[config.mk]
export PLATFORM = sky130hd
export DESIGN_NAME = protobuf_scalar_field_encoder
export DESIGN_NICKNAME = d
export VERILOG_FILES = /design/src/hdl/psfe_pkg.sv /design/src/hdl/psfe_front.sv /design/src/hdl/psfe_queue.sv /design/src/hdl/psfe_back.sv /design/src/hdl/protobuf_scalar_field_encoder.sv
export VERILOG_INCLUDE_DIRS = /design/src /design/src/hdl
export SDC_FILE = /design/constraint.sdc
export NUM_CORES = 1
export LEC_CHECK = 0
export BUFFER_PORTS_ARGS = -buffer_cell sky130_fd_sc_hd__buf_2
export CAP_MARGIN = 20
export CORE_MARGIN = 8
export CORE_UTILIZATION = 55
export DETAILED_ROUTE_END_ITERATION = 6
export PLACE_DENSITY = 0.74
export SLEW_MARGIN = 15
export SYNTH_ARGS = -nofsm -noshare
export SYNTH_HDL_FRONTEND = slang
export SYNTH_HIERARCHICAL = 1
export SYNTH_SLANG_ARGS = --single-unit
[constraint.sdc]
create_clock -name aclk -period 8.4 [get_ports aclk]
set_input_delay 0 -clock aclk [delete_from_list [all_inputs] [get_ports aclk]]
set_output_delay 0 -clock aclk [all_outputs]
set_load 0.01 [all_outputs]
[src/hdl/protobuf_scalar_field_encoder_defines.svh]
// assertion macros for the protobuf scalar field encoder
// no dependencies; included by the top level only
`ifndef PROTOBUF_SCALAR_FIELD_ENCODER_DEFINES_SVH
`define PROTOBUF_SCALAR_FIELD_ENCODER_DEFINES_SVH

// same-cycle implication, disabled during reset
`define PSFE_ASSERT_NOW(label, clk, rstn, ante, cons) \
    label: assert property (@(posedge clk) disable iff (!(rstn)) (ante) |-> (cons)) \
        else $error("psfe assertion failed");

// next-cycle implication, disabled during reset
`define PSFE_ASSERT_NEXT(label, clk, rstn, ante, cons) \
    label: assert property (@(posedge clk) disable iff (!(rstn)) (ante) |=> (cons)) \
        else $error("psfe assertion failed");

`endif

[src/hdl/psfe_pkg.sv]
// shared types and constants for the protobuf scalar field encoder
// no dependencies
package psfe_pkg;

    localparam int QUEUE_DEPTH = 2;
    localparam int QUEUE_AW    = $clog2(QUEUE_DEPTH);
    localparam int CNT_W       = 4;
    localparam logic [CNT_W-1:0] VARINT_LAST_IDX = 4'd9;
    localparam logic [CNT_W-1:0] FIXED32_LAST_IDX = 4'd3;
    localparam logic [CNT_W-1:0] FIXED64_LAST_IDX = 4'd7;
    localparam logic [7:0] CONT_BIT = 8'h80;

    typedef enum logic [3:0] {
        CMD_UINT64   = 4'd0,
        CMD_UINT32   = 4'd1,
        CMD_INT32    = 4'd2,
        CMD_INT64    = 4'd3,
        CMD_SINT32   = 4'd4,
        CMD_SINT64   = 4'd5,
        CMD_FIXED32  = 4'd6,
        CMD_FIXED64  = 4'd7,
        CMD_SFIXED32 = 4'd8,
        CMD_SFIXED64 = 4'd9,
        CMD_BOOL     = 4'd10
    } cmd_t;

    typedef enum logic [1:0] {
        JOB_VARINT = 2'd0,
        JOB_FIXED  = 2'd1,
        JOB_ERROR  = 2'd2
    } job_kind_t;

    typedef struct packed {
        job_kind_t   kind;
        logic        wide;
        logic [63:0] word;
    } job_t;

    typedef struct packed {
        logic full;
        logic empty;
    } queue_status_t;

    typedef struct packed {
        logic             busy;
        job_kind_t        out_kind;
        logic [CNT_W-1:0] cnt;
    } back_status_t;

endpackage

[src/hdl/psfe_front.sv]
// front end: range checks the value, applies zigzag and picks the wire form
// depends on psfe_pkg
module psfe_front import psfe_pkg::*; (
    input  logic [3:0]  s_cmd,
    input  logic [63:0] s_value_bits,
    output job_t        job
);

    logic fits_u32;
    logic fits_s32;
    logic [31:0] zz32;
    logic [63:0] zz64;

    assign fits_u32 = ~|s_value_bits[63:32];
    assign fits_s32 = (~|s_value_bits[63:31]) | (&s_value_bits[63:31]);
    assign zz32 = {s_value_bits[30:0], 1'b0} ^ {32{s_value_bits[31]}};
    assign zz64 = {s_value_bits[62:0], 1'b0} ^ {64{s_value_bits[63]}};

    always_comb begin
        job.kind = JOB_ERROR;
        job.wide = 1'b0;
        job.word = '0;
        unique case (cmd_t'(s_cmd))
            CMD_UINT64, CMD_INT64: begin
                job.kind = JOB_VARINT;
                job.word = s_value_bits;
            end
            CMD_UINT32: begin
                job.kind = fits_u32 ? JOB_VARINT : JOB_ERROR;
                job.word = s_value_bits;
            end
            CMD_INT32: begin
                job.kind = fits_s32 ? JOB_VARINT : JOB_ERROR;
                job.word = s_value_bits;
            end
            CMD_SINT32: begin
                job.kind = fits_s32 ? JOB_VARINT : JOB_ERROR;
                job.word = {32'd0, zz32};
            end
            CMD_SINT64: begin
                job.kind = JOB_VARINT;
                job.word = zz64;
            end
            CMD_FIXED32: begin
                job.kind = fits_u32 ? JOB_FIXED : JOB_ERROR;
                job.word = s_value_bits;
            end
            CMD_SFIXED32: begin
                job.kind = fits_s32 ? JOB_FIXED : JOB_ERROR;
                job.word = s_value_bits;
            end
            CMD_FIXED64, CMD_SFIXED64: begin
                job.kind = JOB_FIXED;
                job.wide = 1'b1;
                job.word = s_value_bits;
            end
            CMD_BOOL: begin
                job.kind = JOB_VARINT;
                job.word = {63'd0, |s_value_bits};
            end
            default: begin
                job.kind = JOB_ERROR;
            end
        endcase
    end

endmodule

[src/hdl/psfe_queue.sv]
// short job queue between the front end and the byte emitter
// depends on psfe_pkg
module psfe_queue import psfe_pkg::*; (
    input  logic          aclk,
    input  logic          aresetn,
    input  logic          push,
    input  job_t          push_job,
    input  logic          pop,
    output job_t          pop_job,
    output queue_status_t status
);

    job_t mem [QUEUE_DEPTH];
    logic [QUEUE_AW-1:0] wr_ptr_reg;
    logic [QUEUE_AW-1:0] rd_ptr_reg;
    logic [QUEUE_AW:0]   cnt_reg;
    logic do_push;
    logic do_pop;

    assign status.empty = (cnt_reg == '0);
    assign status.full  = (cnt_reg == (QUEUE_AW+1)'(QUEUE_DEPTH));
    assign do_push = push & ~status.full;
    assign do_pop  = pop & ~status.empty;
    assign pop_job = mem[rd_ptr_reg];

    always_ff @(posedge aclk) begin
        if (do_push) begin
            mem[wr_ptr_reg] <= push_job;
        end
    end

    always_ff @(posedge aclk) begin
        if (!aresetn) begin
            wr_ptr_reg <= '0;
            rd_ptr_reg <= '0;
            cnt_reg    <= '0;
        end else begin
            if (do_push) begin
                wr_ptr_reg <= wr_ptr_reg + 1'b1;
            end
            if (do_pop) begin
                rd_ptr_reg <= rd_ptr_reg + 1'b1;
            end
            cnt_reg <= cnt_reg + (QUEUE_AW+1)'(do_push) - (QUEUE_AW+1)'(do_pop);
        end
    end

endmodule

[src/hdl/psfe_back.sv]
// back end: takes jobs from the queue and emits one wire byte per beat
// depends on psfe_pkg
module psfe_back import psfe_pkg::*; (
    input  logic          aclk,
    input  logic          aresetn,
    input  job_t          job,
    input  logic          q_empty,
    output logic          pop,
    output back_status_t  status,
    output logic          m_valid,
    input  logic          m_ready,
    output logic [7:0]    m_out_byte,
    output logic          m_last,
    output logic          m_range_error
);

    logic             busy_reg;
    job_kind_t        kind_reg;
    logic             wide_reg;
    logic [63:0]      word_reg;
    logic [CNT_W-1:0] cnt_reg;
    logic             m_valid_reg;
    logic [7:0]       m_out_byte_reg;
    logic             m_last_reg;
    logic             m_err_reg;
    job_kind_t        out_kind_reg;

    logic        out_free;
    logic        emit;
    logic [7:0]  beat_byte;
    logic        beat_last;
    logic        beat_err;
    logic [63:0] word_next;

    assign out_free = ~m_valid_reg | m_ready;
    assign pop      = ~busy_reg & ~q_empty;
    assign emit     = busy_reg & out_free;

    always_comb begin
        beat_byte = '0;
        beat_last = 1'b1;
        beat_err  = 1'b0;
        word_next = word_reg;
        unique case (kind_reg)
            JOB_VARINT: begin
                beat_last = ~|word_reg[63:7] | (cnt_reg == VARINT_LAST_IDX);
                beat_byte = {1'b0, word_reg[6:0]} | (beat_last ? 8'd0 : CONT_BIT);
                word_next = {7'd0, word_reg[63:7]};
            end
            JOB_FIXED: begin
                beat_last = (cnt_reg == (wide_reg ? FIXED64_LAST_IDX : FIXED32_LAST_IDX));
                beat_byte = word_reg[7:0];
                word_next = {8'd0, word_reg[63:8]};
            end
            JOB_ERROR: begin
                beat_err = 1'b1;
            end
            default: begin
                beat_err = 1'b1;
            end
        endcase
    end

    always_ff @(posedge aclk) begin
        if (!aresetn) begin
            busy_reg    <= 1'b0;
            m_valid_reg <= 1'b0;
        end else begin
            if (pop) begin
                busy_reg <= 1'b1;
                kind_reg <= job.kind;
                wide_reg <= job.wide;
                word_reg <= job.word;
                cnt_reg  <= '0;
            end
            if (out_free) begin
                m_valid_reg <= emit;
            end
            if (emit) begin
                m_out_byte_reg <= beat_byte;
                m_last_reg     <= beat_last;
                m_err_reg      <= beat_err;
                out_kind_reg   <= kind_reg;
                word_reg       <= word_next;
                cnt_reg        <= cnt_reg + CNT_W'(1);
                if (beat_last) begin
                    busy_reg <= 1'b0;
                end
            end
        end
    end

    assign m_valid         = m_valid_reg;
    assign m_out_byte      = m_out_byte_reg;
    assign m_last          = m_last_reg;
    assign m_range_error   = m_err_reg;
    assign status.busy     = busy_reg;
    assign status.out_kind = out_kind_reg;
    assign status.cnt      = cnt_reg;

endmodule

[src/hdl/protobuf_scalar_field_encoder.sv]
// Protobuf scalar field encoder: one beat in (type code and 64-bit value), one wire byte
// per beat out, final byte flagged by m_last. A value takes one beat per wire byte
// (1 to 10), and the emitter loads the next job from the two-entry queue only after
// emitting the last byte of the current one; its single output register holds while
// m_ready is low. A range error gives a single beat with zero byte, last and error set.
// depends on psfe_pkg, psfe_front, psfe_queue, psfe_back and the defines header
`include "protobuf_scalar_field_encoder_defines.svh"

module protobuf_scalar_field_encoder import psfe_pkg::*; (
    input  logic        aclk,
    input  logic        aresetn,
    input  logic        s_valid,
    output logic        s_ready,
    input  logic [3:0]  s_cmd,
    input  logic [63:0] s_value_bits,
    output logic        m_valid,
    input  logic        m_ready,
    output logic [7:0]  m_out_byte,
    output logic        m_last,
    output logic        m_range_error
);

    job_t          front_job;
    job_t          q_job;
    queue_status_t q_status;
    back_status_t  back_status;
    logic          q_pop;
    logic          out_err;
    logic          out_varint_mid;
    logic          cnt_in_range;

    psfe_front u_front (
        .s_cmd        (s_cmd),
        .s_value_bits (s_value_bits),
        .job          (front_job)
    );

    psfe_queue u_queue (
        .aclk     (aclk),
        .aresetn  (aresetn),
        .push     (s_valid),
        .push_job (front_job),
        .pop      (q_pop),
        .pop_job  (q_job),
        .status   (q_status)
    );

    psfe_back u_back (
        .aclk          (aclk),
        .aresetn       (aresetn),
        .job           (q_job),
        .q_empty       (q_status.empty),
        .pop           (q_pop),
        .status        (back_status),
        .m_valid       (m_valid),
        .m_ready       (m_ready),
        .m_out_byte    (m_out_byte),
        .m_last        (m_last),
        .m_range_error (m_range_error)
    );

    assign s_ready = ~q_status.full;

    assign out_err        = m_valid & m_range_error;
    assign out_varint_mid = m_valid & ~m_last & (back_status.out_kind == JOB_VARINT);
    assign cnt_in_range   = (back_status.cnt <= VARINT_LAST_IDX);

    `PSFE_ASSERT_NOW(a_err_single_beat, aclk, aresetn, out_err, m_last && m_out_byte == 8'd0)
    `PSFE_ASSERT_NOW(a_varint_cont, aclk, aresetn, out_varint_mid, m_out_byte[7])
    `PSFE_ASSERT_NOW(a_cnt_bound, aclk, aresetn, back_status.busy, cnt_in_range)
    `PSFE_ASSERT_NEXT(a_pop_loads, aclk, aresetn, q_pop, back_status.busy)

endmodule
# ---- Yosys cells after proc, flatten, opt, wreduce, memory -nomap -nowiden
# Memory sizes are Yosys's and may differ from the RTL's. A register that Yosys moved wholly into a read port is not among the register bits.
# Cells that the tools add are included.
# W data, S select, Z words.
dict set report word_totals {
  reg_bits 87
  ramBits 134
  inputBits 72
  out_inout_bits 12
  elab_cells 91
  n_memories 1
}
dict set report classes {
  add_sub_neg 5
  n_eq_ne 15
  mux 24
  bitwise 14
  reduce_logical 20
}
# memory words word_bits rd rd_clocked_by_memory_dff write_ports line
set memory_table {}
lappend memory_table {u_queue.mem 2 67 1 1 1 psfe_queue.sv:13} ;# job_t mem [QUEUE_DEPTH];
# operator n
set ops {}
lappend ops {{$pmux W64 S4} 1}
lappend ops {{$mux W64} 2}
lappend ops {{$pmux W64 S2} 1}
lappend ops {{$reduce_or A64 Y1} 1}
lappend ops {{$xor A64 B64 Y64} 1}
lappend ops {{$reduce_or A57 Y1} 1}
lappend ops {{$reduce_and A33 Y1} 1}
lappend ops {{$reduce_or A33 Y1} 1}
lappend ops {{$reduce_or A32 Y1} 1}
lappend ops {{$xor A32 B32 Y32} 1}
lappend ops {{$eq A4 B3 Y1 const B} 4}
lappend ops {{$eq A4 B4 Y1 const B} 4}
lappend ops {{$pmux W8 S2} 1}
lappend ops {{$pmux W2 S6} 1}
lappend ops {{$mux W1} 9}
lappend ops {{$eq A4 B2 Y1 const B} 2}
lappend ops {{$mux W2} 4}
lappend ops {{$mux W4} 2}
lappend ops {{$mux W8} 1}
lappend ops {{$or A7 B8 Y8} 1}
lappend ops {{$reduce_or A8 Y1} 1}
lappend ops {{$reduce_and A2 Y1} 3}
lappend ops {{$reduce_or A2 Y1} 3}
lappend ops {{$add A4 B1 Y4 const B} 1}
lappend ops {{19 further kinds} 30}

# ---- Logic depth before layout (Yosys ltp)
# Gate-level depths: netlist of run 1.
dict set report depth {
  ltp_word 6
  mapped_depth 9
  depth_no_buf 9
}

# ---- Modules after synthesis
# Netlist of run 1, hierarchy kept.
# mod n_inst cells_per_inst area_per_inst_um2
set by_module_without_submodules {}
lappend by_module_without_submodules {psfe_queue 1 235 5181.2}
lappend by_module_without_submodules {psfe_back 1 347 4129.0}
lappend by_module_without_submodules {psfe_front 1 219 1670.4}
lappend by_module_without_submodules {protobuf_scalar_field_encoder 1 1 3.8}

# ---- Worst setup path after synthesis of run 1
# Ideal clock, no wire load.
dict set report synth_timing {
  path_type {register to register}
  from {register u_queue.cnt_reg[0]}
  to {memory u_queue/mem[0][0] (netlist bit) (enable)}
  setup_time_ns 0.492
  t_arrival_ns 3.390
  setup_slack_ns 4.518
  path_stages_with_launch 4
  path_buffers 0
  synth_period_minus_slack_ns 3.882
  path_cell_list {dfxtp_1 nand2b_1 nand2_1 nor2_1}
}
dict set report synth_between {
  elab_chain_len 5
}
# element line
set synth_rtl {}
lappend synth_rtl {{start: declaration} psfe_queue.sv:16} ;# logic [QUEUE_AW:0] cnt_reg;
lappend synth_rtl {{start signal: assignment} psfe_queue.sv:44} ;# cnt_reg <= cnt_reg + (QUEUE_AW+1)'(do_push) - (QUEUE_AW+1)'(do_pop);
lappend synth_rtl {{$eq A2 B2 Y1} psfe_queue.sv:21} ;# assign status.full = (cnt_reg == (QUEUE_AW+1)'(QUEUE_DEPTH));
lappend synth_rtl {{$not A1 Y1} psfe_queue.sv:22} ;# assign do_push = push & ~status.full;
lappend synth_rtl {{$and A1 B1 Y1} psfe_queue.sv:22}
lappend synth_rtl {{$mux W1} psfe_queue.sv:27} ;# if (do_push) begin
lappend synth_rtl {{$mux W1 (not written as such)} psfe_queue.sv:28} ;# mem[wr_ptr_reg] <= push_job;
lappend synth_rtl {{end: declaration} psfe_queue.sv:13}
# No other way between the ends.

# ---- Worst setup path after layout of run 1
dict set report layout_timing {
  from {register u_back.m_valid_reg (netlist: u_back/m_valid)}
  to {register u_back.word_reg[35] (enable)}
}
dict set report layout_between {
  elab_chain_len 5
}
# element line
set layout_rtl {}
lappend layout_rtl {{start: declaration} psfe_back.sv:22} ;# logic m_valid_reg;
lappend layout_rtl {{start signal: assignment} psfe_back.sv:77} ;# m_valid_reg <= emit;
lappend layout_rtl {{$not A1 Y1 *} psfe_back.sv:35} ;# assign out_free = ~m_valid_reg | m_ready;
lappend layout_rtl {{$or A1 B1 Y1 *} psfe_back.sv:35}
lappend layout_rtl {{$and A1 B1 Y1 *} psfe_back.sv:37} ;# assign emit = busy_reg & out_free;
lappend layout_rtl {{$ne A3 B3 Y1 (no source line) / $reduce_bool A2 Y1 (equally long branches)} -}
lappend layout_rtl {{$reduce_and A3 Y1 (no source line) *} -}
lappend layout_rtl {{end signal: assignment} psfe_back.sv:73} ;# word_reg <= job.word;
lappend layout_rtl {{end signal: assignment} psfe_back.sv:84} ;# word_reg <= word_next;
lappend layout_rtl {{end: declaration} psfe_back.sv:20} ;# logic [63:0] word_reg;
# Mark *: on every way between the ends. The rest lies on a longest branch, timed or not.
# A chain may end at the register's enable or synchronous reset.

==> out/qor.yml, run 1 <==
floorplanning:
  initial_core_util_pct: 56.1
  coreArea_mm2: 0.0195
  die_h_um: 157
  pin_count: 84
  fp-row-count: 51
  die_width_um: 157
  dieArea_mm2: 0.0246
worst_setup_path:
  path_class: "reg2reg"
  path_max_fanout: 64
  timing.rr.start: "u_back/m_valid$_SDFFE_PN0N_"
  critPathLaunchType: "flip-flop"
  required_ns: 8.52
  r2r_slack_ns: 5.64
  r2r_end: "u_back/word_reg[35]$_DFFE_PP_"
  cp.arrival_ns: 2.89
  endpoint_kind: "flip-flop"
  reg2regPathDepth: 6
logic_synthesis:
  syn_area_mm2: 0.0109
  syn_area_per_cell_um2: 13.7
  yosysWarningCount: 6
  synth_cells: 799
  synth_fp_nets: 877
sta:
  finalCritPeriodShare_pct: 32.9
  fin_tns_setup_ns: 0
  holdWs_ns: 0.0303
  slew_violations: 0
  worst_pin_slew_ns: 1.10
  slew_headroom_pct: 26.9
  fin_skew_ns: 0.0106
  rsz0062_at_grt: "false"
  finalHoldViolations: 0
  fmax_mhz: 362
  finalCriticalPeriod_ns: 2.76
  final-setup-viol-count: 0
placement:
  gp_congestion: 0.824
  io_buffer_count: 83
  hpwl_um: 14800
  place_area_mm2: 0.0115
  dp_cells: 1101
flow_run:
  max_cap_viol_count: 0
pwr:
  leakage_nw: 4.74
  vdd_ir_drop_max_mv: 0.163
  total_power_mw: 3.89
  powerDensity_mw_per_mm2: 301
detailed_routing:
  drc: 0
  first_iter_violations: 645
  drtAntennaViolNets: 0
  via_count: 6967
  wire_per_inst_um: 19.1
  firstDrtPassIters: 5
  routed_wl_um: 23200
  vias_per_cell: 5.72
grt:
  grt_pass1_vias: 7054
  antenna_found_initial: 0
  grt_usage_pct: 18.5
  grt-ovfl-total: 0
  grt_pass1_wl_um: 36400
  grt_max_degree: 129
cts:
  cts-buffers-inserted: 23
  clockBufferDepth: 3
  clock_tree.root_cell: "clkbuf_16"
  path_clk_slew_ns: 0.06
  clock_latency_ns: 0.50
  cts_tree: "done"
  cts_sinks: 222
  cts_setup_buffers: 0
  h-tree-depth: 1
layout:
  drive_gt1_share_pct: 21.6
  num-fill-cells: 1388
  final_area_mm2: 0.0129
  areaGrowthSynthToFinish_pct: 18.5
  nets: 1014
  largest_reg_flops: 134
  final_cells: 1217
run_status:
  status: "completed"
worst_hold_path:
  min_from: "s_cmd[3]"
  hold_class: "in2reg"
  hold_depth: 3
  min_to: "u_queue/mem[0][66]$_DFFE_PP_"
==> how the worst max path moves through the flow <==
stage,startpoint,endpoint,slack [ns]
3_3_place_gp,u_back/m_valid$_SDFFE_PN0N_,u_back/word_reg[36]$_DFFE_PP_,5.19
6_report,u_back/m_valid$_SDFFE_PN0N_,u_back/word_reg[35]$_DFFE_PP_,5.64
3_5_place_dp,u_back/m_valid$_SDFFE_PN0N_,u_back/word_reg[28]$_DFFE_PP_,5.01
2_1_floorplan,u_queue/cnt_reg[0]$_SDFF_PN0_,u_queue/mem[0][0]$_DFFE_PP_,4.52
5_1_grt,u_back/m_valid$_SDFFE_PN0N_,u_back/word_reg[62]$_SDFFCE_PP0P_,5.39
4_1_cts,u_back/m_valid$_SDFFE_PN0N_,u_back/word_reg[28]$_DFFE_PP_,5.00
==> through the flow <==
| stage | utilization (%) | setup slack, ns |
|---|---|---|
| 2_1_floorplan | - | 4.52 |
| 3_3_place_gp | 58.9 | 5.19 |
| 3_5_place_dp | 58.9 | 5.01 |
| 4_1_cts | 66.3 | 5.00 |
| 5_1_grt | 66.4 | 5.39 |
| 6_report | 66.5 | 5.64 |
==> cell type report <==
class | count | area [um2] | area share, %
antenna | 1 | 2.50 | 0.0193
clock buffer | 25 | 583 | 4.51
clock inverter | 15 | 124 | 0.958
inverter | 15 | 56.3 | 0.435
multi-input combinational | 508 | 3990 | 30.9
sequential | 222 | 6600 | 51.0
tap | 265 | 332 | 2.56
timing repair buffer | 166 | 1240 | 9.61
==> metal layers <==
metal	global-route usage [%]	routed length [um]	vias to the layer above
li1	-	-	3313
met1	24.6	10000	3359
met2	31.3	11400	260
met3	2.34	1400	35
met4	5.17	393	0
met5	0	0	-
==> layout by cell type, fill, tap and decap left out, types with 2 or more instances in the layout <==
master,n
and3_1,2
nor2_1,16
clkinv_2,8
and4_1,2
clkinv_1,4
dfxtp_1,6
nand2b_1,3
buf_2,83
inv_1,15
xnor2_1,35
nor2b_1,8
dlygate4sd3_1,74
mux2_4,30
or3_1,2
and2_1,9
nand4_1,12
o21ai_0,57
mux2_2,37
nor4_1,29
clkbuf_16,23
buf_4,8
a21oi_1,6
clkbuf_1,2
nand2_1,65
nand3_1,6
mux2i_1,57
a22o_1,63
ha_1,6
nor3_1,9
bufinv_16,2
edfxtp_1,215
xor2_1,32
mux2i_4,2
==> power breakdown <==
group	switching (mW)	total (mW)	internal, mW	leakage, nW
Clock	0.393	0.954	0.560	0.356
Combinational	0.575	1.06	0.482	2.28
Sequential	0.224	1.88	1.66	2.10
==> worst max-delay path, cell delays in order, from the launching register on <==
cell and delay (ns):
dfxtp_1 0.30, nand2b_1 0.13, nand2_4 0.20, nor2_1 0.65
or2_2 0.30, o21a_2 0.15, buf_4 0.62
==> repair_timing <==
action / 4_1_cts / 5_1_grt
gates resized for setup: 0 / 0
hold buffers: 74 / 0
hold endpoints to repair: 131 / 0
Power figures use the tool's default switching activity.
==> run 2, diff against run 1 <==
==> constraint.sdc (replaced) <==
create_clock -name aclk -period 2.6 [get_ports aclk]
set_input_delay 0 -clock aclk [delete_from_list [all_inputs] [get_ports aclk]]
set_output_delay 0 -clock aclk [all_outputs]
set_load 0.01 [all_outputs]
==> run 2 against run 1 <==
Clock power rose to 3.2 times the previous value; largest power group unchanged; cell area up 1.4%; sequential cell count unchanged; non-clock buffer count up 13; sequential share of layout area down 0.69 points; critical endpoint is now u_queue/mem[0][0]$_DFFE_PP_.
==> out/qor.yml, run 2 (synthesis gave the netlist of run 1 again) <==
detailed_routing:
  drc: 0
  wire_per_inst_um: 19.2
  firstDrtPassIters: 7
  vias_per_cell: 5.79
  drtAntennaViolNets: 0
  first_iter_violations: 557
  routed_wl_um: 23600
  via_count: 7137
pwr:
  swShare_pct: 30.8
  switchingPower_mw: 3.92
  leakage_nw: 4.81
  pwr-share-comb_pct: 29.0
  powerDensity_mw_per_mm2: 971
  power_frac_clock_pct: 24.2
  p_seq_share_pct: 46.7
  total_power_mw: 12.7
  vdd_ir_drop_max_mv: 0.518
  p_int_mw: 8.81
layout:
  num-fill-cells: 1300
  largest_reg_flops: 134
  final_cell_mix: "edfxtp_1, buf_2, dlygate4sd3_1, nand2_1, a22o_1"
  drive_gt1_share_pct: 22.2
  areaGrowthSynthToFinish_pct: 20.1
  nets: 1027
  final_common_cell: "edfxtp_1"
  final_util_pct: 67.4
sta:
  finalCritPeriodShare_pct: 86.0
  worst_pin_slew_ns: 0.678
  fmax_mhz: 447
  rsz0062_at_grt: "false"
  finalCriticalPeriod_ns: 2.24
  fin_skew_ns: 0.0136
  fin_tns_setup_ns: 0
  final-setup-viol-count: 0
  finalHoldViolations: 0
  slew_headroom_pct: 54.8
  slew_violations: 0
worst_setup_path:
  crit_start: "s_value_bits[59]"
  slowest_delay_ns: 0.58
  required_ns: 2.85
  cp_num_buf_inv: 3
  critPathSlowestCell: "dlygate4sd3_1"
  endpoint_kind: "flip-flop"
  timing.rr.start: "u_back/kind_reg[1]$_DFFE_PP_"
  crit_path_cell_trace: "dlygate4sd3_1 -> buf_2 -> nor4_1 -> and4_1 -> nand3_1 -> nor3_1 -> o41ai_1 -> dlygate4sd3_1"
  cp.arrival_ns: 2.49
  critPathLaunchType: "input port"
  cp_common_cell: "dlygate4sd3_1"
  path_delay_family: "buffers and inverters"
  path_max_fanout: 4
  path_class: "in2reg"
grt:
  antenna_found_initial: 0
  grt_pass1_wl_um: 36900
  grt_max_degree: 80
  grt_usage_pct: 18.9
  grt_pass1_vias: 7198
  grt-ovfl-total: 0
floorplanning:
  dieArea_mm2: 0.0246
  fp-row-count: 51
  initial_core_util_pct: 56.1
  coreArea_mm2: 0.0195
  die_h_um: 157
  die_width_um: 157
  pin_count: 84
worst_hold_path:
  hold_class: "in2reg"
  min_from: "s_cmd[2]"
cts:
  clock_latency_ns: 0.51
  cts_tree: "done"
  clock_tree.root_cell: "clkbuf_16"
  cts_setup_buffers: 0
  cts_sinks: 222
  h-tree-depth: 1
  clockBufferDepth: 3
  cts-buffers-inserted: 23
  postCtsResizedCells: 0
  path_clk_slew_ns: 0.06
placement:
  io_buffer_count: 83
  hpwl_um: 15400
  gp_congestion: 0.838
flow_run:
  max_cap_viol_count: 0
run_status:
  status: "completed"
==> run 2: cell types whose count changed in the layout (fill, tap and decap cells not counted), sizes merged <==
cell,change
buf,+11
bufinv,-1
clkbuf,+10
clkinv,-9
clkinvlp,+1
dlygate4sd3,+2
inv,+1
==> run 2: path summary, 6_finish.rpt <==
path,endpoint,slack [ns],depth (start not counted)
setup / recovery,u_queue/mem[0][0]$_DFFE_PP_,0.36,8
hold / removal,u_queue/mem[0][66]$_DFFE_PP_,0.02,3
setup reg to reg,u_back/word_reg[47]$_DFFE_PP_,0.47,4
hold reg to reg,u_queue/rd_ptr_reg$_SDFFE_PN0P_,0.51,2
==> run 2: power groups by stage <==
stage          registers, mW  clock network [mW]  logic, mW
2_1_floorplan           5.76                   0       2.72
3_3_place_gp            5.96                   0       3.49
3_5_place_dp            6.01                   0       3.58
4_1_cts                 5.95                3.12       3.69
6_report                5.95                3.09       3.69
5_1_grt                 6.04                3.26       4.03
==> run 2: repair_timing <==
action                     in CTS  in global routing
hold endpoints to repair      135                  0
setup endpoints to repair       0                  0
hold buffers                   76                  0
==> run 2: final cells by class <==
type | instances | area [um2] | area share (%)
Clock buffer | 35 | 641 | 4.89
Tap cell | 265 | 332 | 2.53
Inverter | 15 | 56.3 | 0.429
Timing Repair Buffer | 179 | 1410 | 10.8
Clock inverter | 7 | 66.3 | 0.506
Antenna cell | 1 | 2.50 | 0.0191
Sequential cell | 222 | 6600 | 50.3
Multi-Input combinational cell | 508 | 4000 | 30.5
==> run 2: worst register-to-register path, cell delays in order (launching register included) <==
cell and delay (ns):
edfxtp_1 0.56, nor2b_4 0.52, buf_12 0.26, mux2i_1 0.34, o21ai_0 0.16
==> run 2: metal layers <==
layer  wire length (um)  GRT usage [%]  vias to the layer above
met2              11400           32.0                      258
li1                   -              -                     3340
met3               1340           2.51                       48
met4                528           6.04                        0
met1              10300           24.7                     3491
met5                  0              0                        -
==> run 2: stage by stage <==
stage,instances,instance area [um2],setup slack (ns),hold WS [ns]
after CTS,1231,13100,0.496,0.00196
after global routing,1231,13100,0.353,0.0512
after detailed placement,1113,11600,0.588,0.293
after floorplan,799,10900,0.0532,0.122
after global placement,1113,11600,0.626,0.270
final,1232,13100,0.363,0.0174
==> run 3, diff against run 2 <==
==> constraint.sdc (replaced) <==
create_clock -name aclk -period 2.6 [get_ports aclk]
set_input_delay 0.65 -clock aclk [delete_from_list [all_inputs] [get_ports aclk]]
set_output_delay 0.65 -clock aclk [all_outputs]
set_load 0.01 [all_outputs]
==> run 3 against run 2 <==
Sequential cell count unchanged; via count down 6.1%; combinational power down 5.4%; sequential share of layout area up 3.2 points; critical endpoint is now u_back/word_reg[54]$_DFFE_PP_; highest routed layer unchanged.
==> out/qor.yml, run 3 (synthesis gave the netlist of run 1 again) <==
worst_setup_path:
  path_class: "reg2reg"
  path_max_fanout: 64
  timing.rr.start: "u_queue/cnt_reg[1]$_SDFF_PN0_"
  cp.arrival_ns: 2.22
  endpoint_kind: "flip-flop"
  r2r_end: "u_back/word_reg[54]$_DFFE_PP_"
  required_ns: 2.72
  reg2regPathDepth: 4
  r2r_slack_ns: 0.50
  critPathLaunchType: "flip-flop"
placement:
  dp_cells: 1107
  hpwl_um: 15400
  io_buffer_count: 83
  gp_congestion: 0.853
pwr:
  powerDensity_mw_per_mm2: 1020
  total_power_mw: 12.6
  vdd_ir_drop_max_mv: 0.478
  leakage_nw: 4.46
worst_hold_path:
  hold_class: "in2reg"
  min_from: "aresetn"
  hold_depth: 2
  min_to: "u_queue/cnt_reg[0]$_SDFF_PN0_"
detailed_routing:
  firstDrtPassIters: 5
  wire_per_inst_um: 19.5
  routed_wl_um: 22400
  via_count: 6701
  drtAntennaViolNets: 0
  drc: 0
  vias_per_cell: 5.84
  first_iter_violations: 557
run_status:
  status: "completed"
sta:
  fin_skew_ns: 0.0106
  final-setup-viol-count: 0
  fmax_mhz: 475
  finalHoldViolations: 0
  slew_violations: 0
  finalCriticalPeriod_ns: 2.10
  fin_tns_setup_ns: 0
  rsz0062_at_grt: "false"
  worst_pin_slew_ns: 1.05
  slew_headroom_pct: 29.9
  finalCritPeriodShare_pct: 80.9
layout:
  antennaDiodeCount: 0
  nets: 945
  final_util_pct: 63.3
  areaGrowthSynthToFinish_pct: 12.9
  final_cell_mix: "edfxtp_1, buf_2, nand2_1, a22o_1"
  final_common_cell: "edfxtp_1"
  largest_reg_flops: 134
  drive_gt1_share_pct: 23.7
  final_cells: 1148
grt:
  grt_usage_pct: 17.9
  antenna_found_initial: 0
  grt_pass1_wl_um: 35100
  grt_pass1_vias: 6760
  grt-ovfl-total: 0
  grt_max_degree: 127
floorplanning:
  dieArea_mm2: 0.0246
  pin_count: 84
  die_h_um: 157
  die_width_um: 157
  coreArea_mm2: 0.0195
  initial_core_util_pct: 56.1
  fp-row-count: 51
cts:
  cts_sinks: 222
  cts-buffers-inserted: 23
  clockBufferDepth: 3
  clock_tree.root_cell: "clkbuf_16"
  path_clk_slew_ns: 0.06
  h-tree-depth: 1
  postCtsResizedCells: 0
  clock_latency_ns: 0.50
  cts-hold-fix-buffers: 0
  cts_setup_buffers: 0
  cts_tree: "done"
flow_run:
  max_cap_viol_count: 0
[run 3: worst max path at each step]
stage | slack, ns | endpoint | cells past startpoint | start
after floorplan | 0.13 | u_back/word_reg[0]$_DFFE_PP_ | 6 | m_ready
after global placement | 0.26 | u_back/word_reg[20]$_DFFE_PP_ | 6 | m_ready
after detailed placement | 0.15 | u_back/word_reg[54]$_DFFE_PP_ | 5 | m_ready
after CTS | 0.53 | u_back/word_reg[45]$_DFFE_PP_ | 4 | u_queue/cnt_reg[1]$_SDFF_PN0_
after global routing | 0.36 | u_back/word_reg[58]$_SDFFCE_PP0P_ | 4 | u_queue/cnt_reg[1]$_SDFF_PN0_
final | 0.50 | u_back/word_reg[54]$_DFFE_PP_ | 4 | u_queue/cnt_reg[1]$_SDFF_PN0_
[run 3: metal layers]
layer,GRT usage (%),up-vias,routed length (um)
li1,-,3166,-
met1,24.2,3300,9920
met2,30.0,203,10900
met3,2.40,32,1260
met4,4.44,0,376
met5,0,-,0
[run 3: report_power, final]
group / total [mW] / internal (mW) / leakage [nW] / switching, mW
sequential: 5.95 / 5.35 / 2.10 / 0.596
clock: 3.19 / 1.92 / 0.358 / 1.27
combinational: 3.49 / 1.51 / 2.00 / 1.98
total: 12.6 / 8.78 / 4.46 / 3.84
[run 3: cell type report]
cell class                 count  area [um2]
timing repair buffer          97         596
fill                        1429        7140
multi-input combinational    508        4000
clock inverter                13         141
clock buffer                  28         594
sequential                   222        6600
inverter                      15        56.3
tap                          265         332
[run 3: critical path, cell delays in order, from the launching register on]
cell	delay, ns
dfxtp_1	0.39
nor2_1	0.11
nor3_1	0.22
or2_2	0.23
o21a_4	0.72
[run 3: per-stage QoR]
stage	hold WS (ns)	setup WS [ns]	area [um2]
global placement	0.501	0.256	11600
global route	0.426	0.356	12300
detailed placement	0.495	0.150	11600
floorplan	0.473	0.130	10900
CTS	0.410	0.525	12300
finish	0.423	0.497	12300
